File: src/sv/hsgd_pkg.sv
// ----------------------------------------------------------------------------
// hsgd_pkg
// Shared types, widths and constants of the head swing gesture detector.
// ----------------------------------------------------------------------------
package hsgd_pkg;

  localparam int WIN_LEN   = 8;
  localparam int WIN_IDX_W = $clog2(WIN_LEN);
  localparam int POS_W     = 16;
  localparam int SUM_W     = POS_W + WIN_IDX_W;
  localparam int CNT_W     = 8;
  localparam int BAND_W    = 12;
  localparam int SWING_W   = 13;
  localparam int DIR_W     = 2;
  localparam int CFG_IDX_W = 2;
  localparam int CFG_W     = 13;
  localparam int IN_TDATA_W  = 16;
  localparam int OUT_TDATA_W = 24;

  typedef logic signed [POS_W-1:0] pos_t;
  typedef logic signed [DIR_W-1:0] dir_t;
  typedef logic [CNT_W-1:0]        cnt_t;

  localparam logic [CFG_IDX_W-1:0] CFG_COOLDOWN  = 2'd0;
  localparam logic [CFG_IDX_W-1:0] CFG_BAND      = 2'd1;
  localparam logic [CFG_IDX_W-1:0] CFG_MIN_SWING = 2'd2;
  localparam logic [CFG_IDX_W-1:0] CFG_CAL_COUNT = 2'd3;

  localparam cnt_t                RST_COOLDOWN  = 8'd10;
  localparam logic [BAND_W-1:0]   RST_BAND      = 12'd200;
  localparam logic [SWING_W-1:0]  RST_MIN_SWING = 13'd400;
  localparam cnt_t                RST_CAL_COUNT = 8'd200;
  localparam pos_t                RST_WINDOW    = -16'sd10000;
  localparam pos_t                RST_NEUTRAL   = 16'sd10000;

  localparam dir_t DIR_NONE = 2'sb00;
  localparam dir_t DIR_UP   = 2'sb01;
  localparam dir_t DIR_DOWN = 2'sb11;

endpackage

File: src/sv/head_swing_gesture_detector_core.sv
// ----------------------------------------------------------------------------
// head_swing_gesture_detector_core
// Learns a neutral head x position, then flags sideways head swings.
// ----------------------------------------------------------------------------
// Usage:
//   s_axis carries one head x-position sample per item (tdata[15:0], signed,
//   0.1 mm). m_axis returns exactly one result item per sample: tdata[1:0]
//   turn direction (held), tdata[17:2] neutral position, tdata[18]
//   calibrating flag, tdata[23:19] zero.
//   The cfg port writes registers 0..3 (cooldown threshold, neutral band,
//   min swing, calibration count); write only while no item is in flight.
//   The result is registered and valid in the cycle after the sample is accepted.
//   Throughput: one item per cycle unless the receiver stalls; all state
//   updates for a sample happen in the accept cycle through one 8-wide add
//   tree and compare row. The result register lets a new sample enter while
//   the last result is being taken. If the receiver stalls with a result
//   pending, s_axis_tready drops until that result is taken; nothing is lost.
//   Reset: registers return to their defaults, the window to -10000,
//   neutral to 10000, cooldown to 10, and the output register empties.
// ----------------------------------------------------------------------------
module head_swing_gesture_detector_core (
  input  logic                             clk_i,
  input  logic                             rst_ni,
  input  logic                             s_axis_tvalid,
  output logic                             s_axis_tready,
  input  logic [hsgd_pkg::IN_TDATA_W-1:0]  s_axis_tdata,   // [15:0] position_x
  output logic                             m_axis_tvalid,
  input  logic                             m_axis_tready,
  // [1:0] turn_direction, [17:2] neutral_position, [18] calibrating
  output logic [hsgd_pkg::OUT_TDATA_W-1:0] m_axis_tdata,
  input  logic                             cfg_we_i,
  input  logic [hsgd_pkg::CFG_IDX_W-1:0]   cfg_idx_i,
  input  logic [hsgd_pkg::CFG_W-1:0]       cfg_wdata_i
);
  import hsgd_pkg::*;

  cnt_t                cooldown_thr_q;
  logic [BAND_W-1:0]   band_q;
  logic [SWING_W-1:0]  min_swing_q;
  cnt_t                cal_count_q;

  pos_t                win_q [WIN_LEN];
  pos_t                win_d [WIN_LEN];
  pos_t                neutral_q, neutral_d;
  cnt_t                seen_q, seen_d;
  cnt_t                cool_q, cool_d;
  dir_t                dir_q, dir_d;
  logic                calib;

  logic                out_valid_q;
  logic [OUT_TDATA_W-1:0] out_data_q;

  logic                accept;
  pos_t                x;
  logic signed [SUM_W-1:0]   sum;
  logic signed [POS_W+1:0]   hi_lim, lo_lim, oldest_ext;
  logic signed [POS_W+1:0]   span_up, span_dn, need;
  logic                in_band, rising, falling;
  dir_t                det;

  assign s_axis_tready = !out_valid_q || m_axis_tready;
  assign accept        = s_axis_tvalid && s_axis_tready;
  assign x             = pos_t'(s_axis_tdata[POS_W-1:0]);

  always_comb begin
    for (int i = 0; i < WIN_LEN; i++) begin
      win_d[i] = win_q[i];
    end
    neutral_d = neutral_q;
    seen_d    = seen_q;
    cool_d    = cool_q;
    dir_d     = dir_q;
    calib     = seen_q < cal_count_q;

    if (calib && seen_q < CNT_W'(WIN_LEN)) begin
      win_d[seen_q[WIN_IDX_W-1:0]] = x;
    end else begin
      for (int i = 0; i < WIN_LEN - 1; i++) begin
        win_d[i] = win_q[i+1];
      end
      win_d[WIN_LEN-1] = x;
    end

    sum = '0;
    for (int i = 0; i < WIN_LEN; i++) begin
      sum = sum + SUM_W'(win_d[i]);
    end

    oldest_ext = (POS_W+2)'(win_d[0]);
    hi_lim     = (POS_W+2)'(neutral_q) + $signed({6'd0, band_q});
    lo_lim     = (POS_W+2)'(neutral_q) - $signed({6'd0, band_q});
    in_band    = !(oldest_ext > hi_lim || oldest_ext < lo_lim);

    rising  = 1'b1;
    falling = 1'b1;
    for (int i = 0; i < WIN_LEN - 1; i++) begin
      if (win_d[i] > win_d[i+1]) rising = 1'b0;
      if (win_d[i] < win_d[i+1]) falling = 1'b0;
    end
    span_up = (POS_W+2)'(win_d[WIN_LEN-1]) - oldest_ext;
    span_dn = oldest_ext - (POS_W+2)'(win_d[WIN_LEN-1]);
    need    = $signed({5'd0, min_swing_q});

    det = DIR_NONE;
    if (in_band) begin
      if (rising) begin
        det = (span_up >= need) ? DIR_UP : DIR_NONE;
      end else if (falling) begin
        det = (span_dn >= need) ? DIR_DOWN : DIR_NONE;
      end
    end

    if (calib) begin
      if (seen_q >= CNT_W'(WIN_LEN)) begin
        neutral_d = pos_t'(sum >>> WIN_IDX_W);
      end
      seen_d = seen_q + 1'b1;
    end else if (cool_q >= cooldown_thr_q) begin
      dir_d = det;
      if (det != DIR_NONE) cool_d = '0;
    end else begin
      cool_d = cool_q + 1'b1;
    end
  end

  always_ff @(posedge clk_i or negedge rst_ni) begin
    if (!rst_ni) begin
      cooldown_thr_q <= RST_COOLDOWN;
      band_q         <= RST_BAND;
      min_swing_q    <= RST_MIN_SWING;
      cal_count_q    <= RST_CAL_COUNT;
    end else if (cfg_we_i) begin
      case (cfg_idx_i)
        CFG_COOLDOWN:  cooldown_thr_q <= cfg_wdata_i[CNT_W-1:0];
        CFG_BAND:      band_q         <= cfg_wdata_i[BAND_W-1:0];
        CFG_MIN_SWING: min_swing_q    <= cfg_wdata_i[SWING_W-1:0];
        CFG_CAL_COUNT: cal_count_q    <= cfg_wdata_i[CNT_W-1:0];
        default: ;
      endcase
    end
  end

  always_ff @(posedge clk_i or negedge rst_ni) begin
    if (!rst_ni) begin
      for (int i = 0; i < WIN_LEN; i++) begin
        win_q[i] <= RST_WINDOW;
      end
      neutral_q <= RST_NEUTRAL;
      seen_q    <= '0;
      cool_q    <= RST_COOLDOWN;
      dir_q     <= DIR_NONE;
    end else if (accept) begin
      for (int i = 0; i < WIN_LEN; i++) begin
        win_q[i] <= win_d[i];
      end
      neutral_q <= neutral_d;
      seen_q    <= seen_d;
      cool_q    <= cool_d;
      dir_q     <= dir_d;
    end
  end

  always_ff @(posedge clk_i or negedge rst_ni) begin
    if (!rst_ni) begin
      out_valid_q <= 1'b0;
    end else if (accept) begin
      out_valid_q <= 1'b1;
    end else if (m_axis_tready) begin
      out_valid_q <= 1'b0;
    end
  end

  always_ff @(posedge clk_i) begin
    if (accept) begin
      out_data_q <= {(OUT_TDATA_W-DIR_W-POS_W-1)'(0), calib, neutral_d, dir_d};
    end
  end

  assign m_axis_tvalid = out_valid_q;
  assign m_axis_tdata  = out_data_q;

endmodule

File: config.mk
export PLATFORM = sky130hd
export DESIGN_NAME = head_swing_gesture_detector_core
export DESIGN_NICKNAME = d
export VERILOG_FILES = /design/src/sv/hsgd_pkg.sv /design/src/sv/head_swing_gesture_detector_core.sv
export SDC_FILE = /design/constraint.sdc
export NUM_CORES = 1
export LEC_CHECK = 0
export BUFFER_PORTS_ARGS = -buffer_cell sky130_fd_sc_hd__buf_2
export CAP_MARGIN = 20
export CORE_UTILIZATION = 40
export DETAILED_ROUTE_END_ITERATION = 8
export PLACE_DENSITY = 0.53
export SLEW_MARGIN = 20
export SYNTH_ARGS = -nofsm -noshare
export SYNTH_HDL_FRONTEND = slang
export SYNTH_SLANG_ARGS = --single-unit
export TNS_END_PERCENT = 50
File: constraint.sdc
create_clock -name clk_i -period 9.81 [get_ports clk_i]
set_input_delay 0.4905 -clock clk_i [delete_from_list [all_inputs] [get_ports clk_i]]
set_output_delay 0.4905 -clock clk_i [all_outputs]
set_load 0.05 [all_outputs]
==> results of run 1 <==
layout make-up:
type	count	area (µm²)
multi-input combinational	2033	15300
inverter	249	940
clock buffer	37	838
fill	5460	30900
sequential	223	5780
timing repair buffer	89	553
tap	748	936
clock inverter	19	216
through the flow:
stage | cells | setup WS (ns)
2_1_floorplan | 2642 | 2.22
3_3_place_gp | 3341 | 1.38
3_5_place_dp | 3341 | 1.27
4_1_cts | 3398 | 1.22
5_1_grt | 3398 | 0.618
6_report | 3398 | 1.15
layer usage:
metal,part of all wire,vias to the layer above
li1,-,9110
met1,0.46,9439
met2,0.47,478
met3,0.041,81
met4,0.024,0
met5,0,-
cell usage in the layout (no fill, tap or decap), types with 17 or more instances in the layout:
cell type and instances:
sky130_fd_sc_hd__nand2_1 315, sky130_fd_sc_hd__ha_1 276, sky130_fd_sc_hd__inv_1 244, sky130_fd_sc_hd__a21oi_1 226
sky130_fd_sc_hd__o21ai_0 217, sky130_fd_sc_hd__nor2_1 175, sky130_fd_sc_hd__dfrtp_1 122, sky130_fd_sc_hd__mux2i_1 94
sky130_fd_sc_hd__fa_1 93, sky130_fd_sc_hd__dfstp_2 82, sky130_fd_sc_hd__xnor2_1 64, sky130_fd_sc_hd__buf_2 55
sky130_fd_sc_hd__a21o_1 49, sky130_fd_sc_hd__mux2_2 44, sky130_fd_sc_hd__nand3_1 42, sky130_fd_sc_hd__nor3_1 34
sky130_fd_sc_hd__nand4_1 31, sky130_fd_sc_hd__clkbuf_16 31, sky130_fd_sc_hd__buf_4 31, sky130_fd_sc_hd__xor2_1 24
sky130_fd_sc_hd__a211oi_1 22, sky130_fd_sc_hd__o21a_1 19, sky130_fd_sc_hd__o211ai_1 19, sky130_fd_sc_hd__edfxtp_1 19
sky130_fd_sc_hd__nand2b_1 18, sky130_fd_sc_hd__o31ai_1 17, sky130_fd_sc_hd__nor2b_1 17
sequential cells by signal (all words and copies together), names as in the netlist:
signal and count:
seen_q 8, win_q 128, dir_q 2, min_swing_q 13, cooldown_thr_q 8, neutral_q 16
band_q 12, cal_count_q 8, cool_q 8, m_axis_tvalid 1, m_axis_tdata 19
kinds of logic (layout without fill, tap and decap cells):
logic type      Yosys count  in the layout  share of synthesized area
compound gates          702            702                      0.191
xor+xnor                 88             88                     0.0342
fa+ha+maj               375            375                      0.238
buf+inv                 386            394                     0.0689
flops                   223            223                      0.256
mux                     139            139                     0.0647
other cells               1              5                   0.000166
simple gates            724            724                      0.147
worst max-delay path by stage:
stage,endpoint,slack [ns]
after floorplan,m_axis_tdata[15],2.22
after global placement,m_axis_tdata[15],1.38
after detailed placement,m_axis_tdata[15],1.27
after CTS,m_axis_tdata[15],1.22
after global routing,m_axis_tdata[15],0.62
final,m_axis_tdata[15],1.15
==> impl_metrics.yaml, run 1 <==
final_layout:
  syn2layout_area_growth_pct: 8.71
  postLayoutCellArea_um2: 24500
  finish.utilization: 0.443
  antenna_cells_inserted: 0
  drive_above_1_share: 0.118
  final_nets: 3031
clocking:
  h-tree-depth: 1
  ctsHoldBuffers: 1
  post_cts_buffers: 0
  clock-root-buffer: "sky130_fd_sc_hd__clkbuf_16"
  tritoncts_buffers: 30
  cts.reportedPaths.clkPinSlew_ns: 0.06
  clock_sinks: 223
  cts.path.max_buffers: 3
  clk-insertion-delay-late_ns: 0.59
  cts_tree: "yes"
  post_cts_resized: 0
run:
  max-cap-violations: 0
setup_path:
  rrSetupSlack_ns: 1.15
  critical_path.startpoint: "seen_q[1]"
  critical-path-top-delay-family: "compound AO/OA/AOI/OAI gates"
  depth_of_the_critical_timing_path_with_buffers_and_inverters_included: 28
  startpoint_type_of_the_worst_setup_path: "flop"
  path_class: "flop to flop"
  max_stage_delay_ns: 0.67
  end_kind: "flop"
  r2r-start: "seen_q[1]"
  worst-r2r-cell-count: 28
  worstPathBufferInverterCount: 3
  cp_data_required_time_ns: 10.14
  cp_max_fo: 57
  cp.arrival_ns: 8.99
  critical_path.slowest_cell: "sky130_fd_sc_hd__dfrtp_1"
  critical_path.reg2reg.endpoint: "m_axis_tdata[15]"
synthesis:
  postSynth.topFlopCell: "sky130_fd_sc_hd__dfrtp_1"
  synthDominantCellAreaShare: 0.153
  post_synth.cell_area_avg_um2: 8.55
  netlist_top_cells_area: "sky130_fd_sc_hd__ha_1, sky130_fd_sc_hd__dfrtp_1, sky130_fd_sc_hd__dfstp_2"
  seq_area_frac_synth: 0.256
  synth_seq_cells: 223
  async_reset_ff_frac: 0.915
  number_of_enable_flip_flop_cells_after_synthesis: 19
  syn-cell-area_um2: 22600
  synth_cells: 2638
  yosysMostFrequentCell: "sky130_fd_sc_hd__nand2_1"
  netlist-cell-type-count: 102
  synth_common_cells: "sky130_fd_sc_hd__nand2_1, sky130_fd_sc_hd__ha_1, sky130_fd_sc_hd__inv_1, sky130_fd_sc_hd__a21oi_1, sky130_fd_sc_hd__o21ai_0"
  post-synth-top-area-cell: "sky130_fd_sc_hd__ha_1"
  yosys_warnings: 0
sta:
  final_number_of_max_transition_violations: 0
  achievable-frequency_ghz: 0.115
  timing.final.hold_violations: 0
  clock_skew_ns: 0.0160
  worst_slew_pin_slew_ns: 1.05
  post-route-period-util: 0.883
  rsz0062_at_grt: "no"
  holdWs_ns: 0.138
  period_needed_ns: 8.66
  max_slew_margin: 0.298
  setup_viol: 0
  setup-tns-final_ns: 0
status:
  run_status: "finished, final reports clean"
place:
  io_buffers: 56
  dpl-instance-area_um2: 23500
  gp_congestion: 0.943
  post-dp-hpwl_um: 57900
routing:
  initial_detailed_routing_violation_count: 1464
  post_drt_wl_per_cell_um: 21.7
  num_vias: 19100
  detail_route.vias_per_cell: 5.62
  final_antenna_violating_net_count: 0
  drt-pass1-iter-count: 5
  route.final.wire_length_um: 73900
  drc_errors: 0
grt:
  grt_start_max_net_pins: 171
  global_route.usage.met2: 0.434
  first_global_vias: 18800
  groute.layer.met1.usage: 0.364
  top_usage_layer: "met2"
  global_route.overflow_total: 0
  gr-usage-all-layers: 0.261
  grt_antenna_before_repair: 0
  grt_util_met3: 0.0188
  grt_first_pass_wirelength_um: 114000
floorplanning:
  die_wd_um: 240
  number_of_cell_rows: 86
  die_h_um: 240
  initial_core_util: 0.407
  design.core.area_um2: 55400
  design.portCount: 62
  design.die.area_um2: 57400
worst_hold_path:
  worst_hold_path_cell_count: 2
  whs_endpoint: "min_swing_q[12]"
  holdCritStartpoint: "cfg_wdata_i[12]"
  worstHoldPathType: "input pin to flop"
Power of run 1 is left out: the tool's default activity adds up to more than one toggle a clock period on the data nets, which glitch-free logic cannot reach.
==> run 2, diff against run 1 <==
--- a/config.mk
+++ b/config.mk
@@ -7,9 +7,9 @@
 export LEC_CHECK = 0
 export BUFFER_PORTS_ARGS = -buffer_cell sky130_fd_sc_hd__buf_2
 export CAP_MARGIN = 20
-export CORE_UTILIZATION = 40
+export CORE_UTILIZATION = 50
 export DETAILED_ROUTE_END_ITERATION = 8
-export PLACE_DENSITY = 0.53
+export PLACE_DENSITY = 0.64
 export SLEW_MARGIN = 20
 export SYNTH_ARGS = -nofsm -noshare
 export SYNTH_HDL_FRONTEND = slang
==> impl_metrics.yaml, run 2 (same netlist as run 1, synthesis figures left out) <==
sta:
  period_needed_ns: 8.65
  setup_viol: 0
  final_number_of_max_transition_violations: 0
  timing.final.hold_violations: 0
  clock_skew_ns: 0.0270
  post-route-period-util: 0.882
  holdWs_ns: 0.130
  worst_slew_pin_slew_ns: 1.10
  setup-tns-final_ns: 0
  rsz0062_at_grt: "no"
  max_slew_margin: 0.264
  achievable-frequency_ghz: 0.116
routing:
  initial_detailed_routing_violation_count: 1543
  drt-pass1-iter-count: 6
  post_drt_wl_per_cell_um: 21.8
  detail_route.vias_per_cell: 5.87
  final_antenna_violating_net_count: 0
  drc_errors: 0
  num_vias: 19000
  route.final.wire_length_um: 70600
setup_path:
  cp.arrival_ns: 9.00
  rrSetupSlack_ns: 1.16
  end_kind: "flop"
  path_class: "flop to flop"
  cp_max_fo: 71
  cp_data_required_time_ns: 10.16
  critical_path.startpoint: "seen_q[1]"
  cpMostUsedCell: "sky130_fd_sc_hd__o21ai_0"
  critical_path.slowest_cell: "sky130_fd_sc_hd__dfrtp_1"
  critical_path.reg2reg.endpoint: "m_axis_tdata[15]"
  r2r-start: "seen_q[1]"
  startpoint_type_of_the_worst_setup_path: "flop"
  max_stage_delay_ns: 0.67
  worst-r2r-cell-count: 31
status:
  run_status: "finished, final reports clean"
grt:
  grt_antenna_before_repair: 0
  grt_start_max_net_pins: 124
  global_route.overflow_total: 0
  first_global_vias: 18700
  grt_first_pass_wirelength_um: 110000
  gr-usage-all-layers: 0.308
final_layout:
  final_nets: 3027
  most_frequent_standard_cell_in_the_layout_excluding_fill_and_tap_cells: "sky130_fd_sc_hd__nand2_1"
  highest_count_cells_in_the_layout_ignoring_fill_and_taps: "sky130_fd_sc_hd__nand2_1, sky130_fd_sc_hd__ha_1, sky130_fd_sc_hd__inv_1"
  antenna_cells_inserted: 0
  finish.utilization: 0.549
  layoutNonFillerInstCount: 3238
  drive_above_1_share: 0.116
  largest-register: "win_q"
  layout.filler_cells: 4156
  largest_register_ff_count: 128
  syn2layout_area_growth_pct: 7.74
floorplanning:
  design.core.area_um2: 44300
  initial_core_util: 0.509
  number_of_cell_rows: 77
  die_wd_um: 214
  design.die.area_um2: 46000
  design.portCount: 62
  die_h_um: 214
clocking:
  cts.reportedPaths.clkPinSlew_ns: 0.06
  tritoncts_buffers: 30
  cts_tree: "yes"
  clk-insertion-delay-late_ns: 0.59
  cts.path.max_buffers: 3
  clock_sinks: 223
  clock-root-buffer: "sky130_fd_sc_hd__clkbuf_16"
  h-tree-depth: 1
worst_hold_path:
  holdCritStartpoint: "cfg_wdata_i[12]"
  worstHoldPathType: "input pin to flop"
  whs_endpoint: "min_swing_q[12]"
  worst_hold_path_cell_count: 2
place:
  placed_cells: 3180
  io_buffers: 56
  gp_congestion: 0.949
  post-dp-hpwl_um: 55200
run:
  max-cap-violations: 0
[run 2: how the worst max path moves through the flow]
stage | end | slack [ns] | cells past startpoint
after floorplan | m_axis_tdata[15] | 2.22 | 34
after global placement | m_axis_tdata[15] | 1.45 | 31
after detailed placement | m_axis_tdata[15] | 1.30 | 31
after CTS | m_axis_tdata[15] | 1.24 | 31
after global routing | m_axis_tdata[15] | 0.68 | 28
final | m_axis_tdata[15] | 1.16 | 31
[run 2: final cells by class]
| type | count | area [µm²] | share of cell area |
|---|---|---|---|
| sequential | 223 | 5780 | 0.238 |
| clock buffer | 36 | 835 | 0.0343 |
| clock inverter | 20 | 219 | 0.00901 |
| inverter | 249 | 940 | 0.0387 |
| tap | 592 | 741 | 0.0305 |
| timing repair buffer | 85 | 531 | 0.0218 |
| multi-input combinational | 2033 | 15300 | 0.628 |
[run 2: what timing repair did]
item | in CTS | in global routing
hold endpoints to repair | 36 | 0
hold buffers | 1 | 0
setup buffers | 0 | 0
gates resized for setup | 0 | 0
[run 2: routing by layer]
metal / wire, µm / GRT usage / vias to the layer above
li1: - / - / 9111
met2: 33200 / 0.511 / 556
met1: 31900 / 0.430 / 9231
met4: 1990 / 0.0902 / 0
met5: 0 / 0 / -
met3: 3560 / 0.0243 / 104
[run 2: critical path: cells and delay by family (launching register included)]
kind	cells	cell delay (ns)
buffers and inverters	3	0.25
flip-flops	1	0.67
AND/OR/NAND/NOR	5	1.35
adder cells (fa/ha/maj)	6	2.42
AO/OA/AOI/OAI	14	3.13
multiplexers	1	0.26
XOR/XNOR	2	0.28
[run 2: per-stage QoR]
stage	area, µm²	setup WS [ns]
after global placement	23200	1.45
after CTS	24300	1.24
after floorplan	22600	2.22
after global routing	24300	0.676
final	24300	1.16
after detailed placement	23200	1.30
Power of run 2 is left out for the same reason.
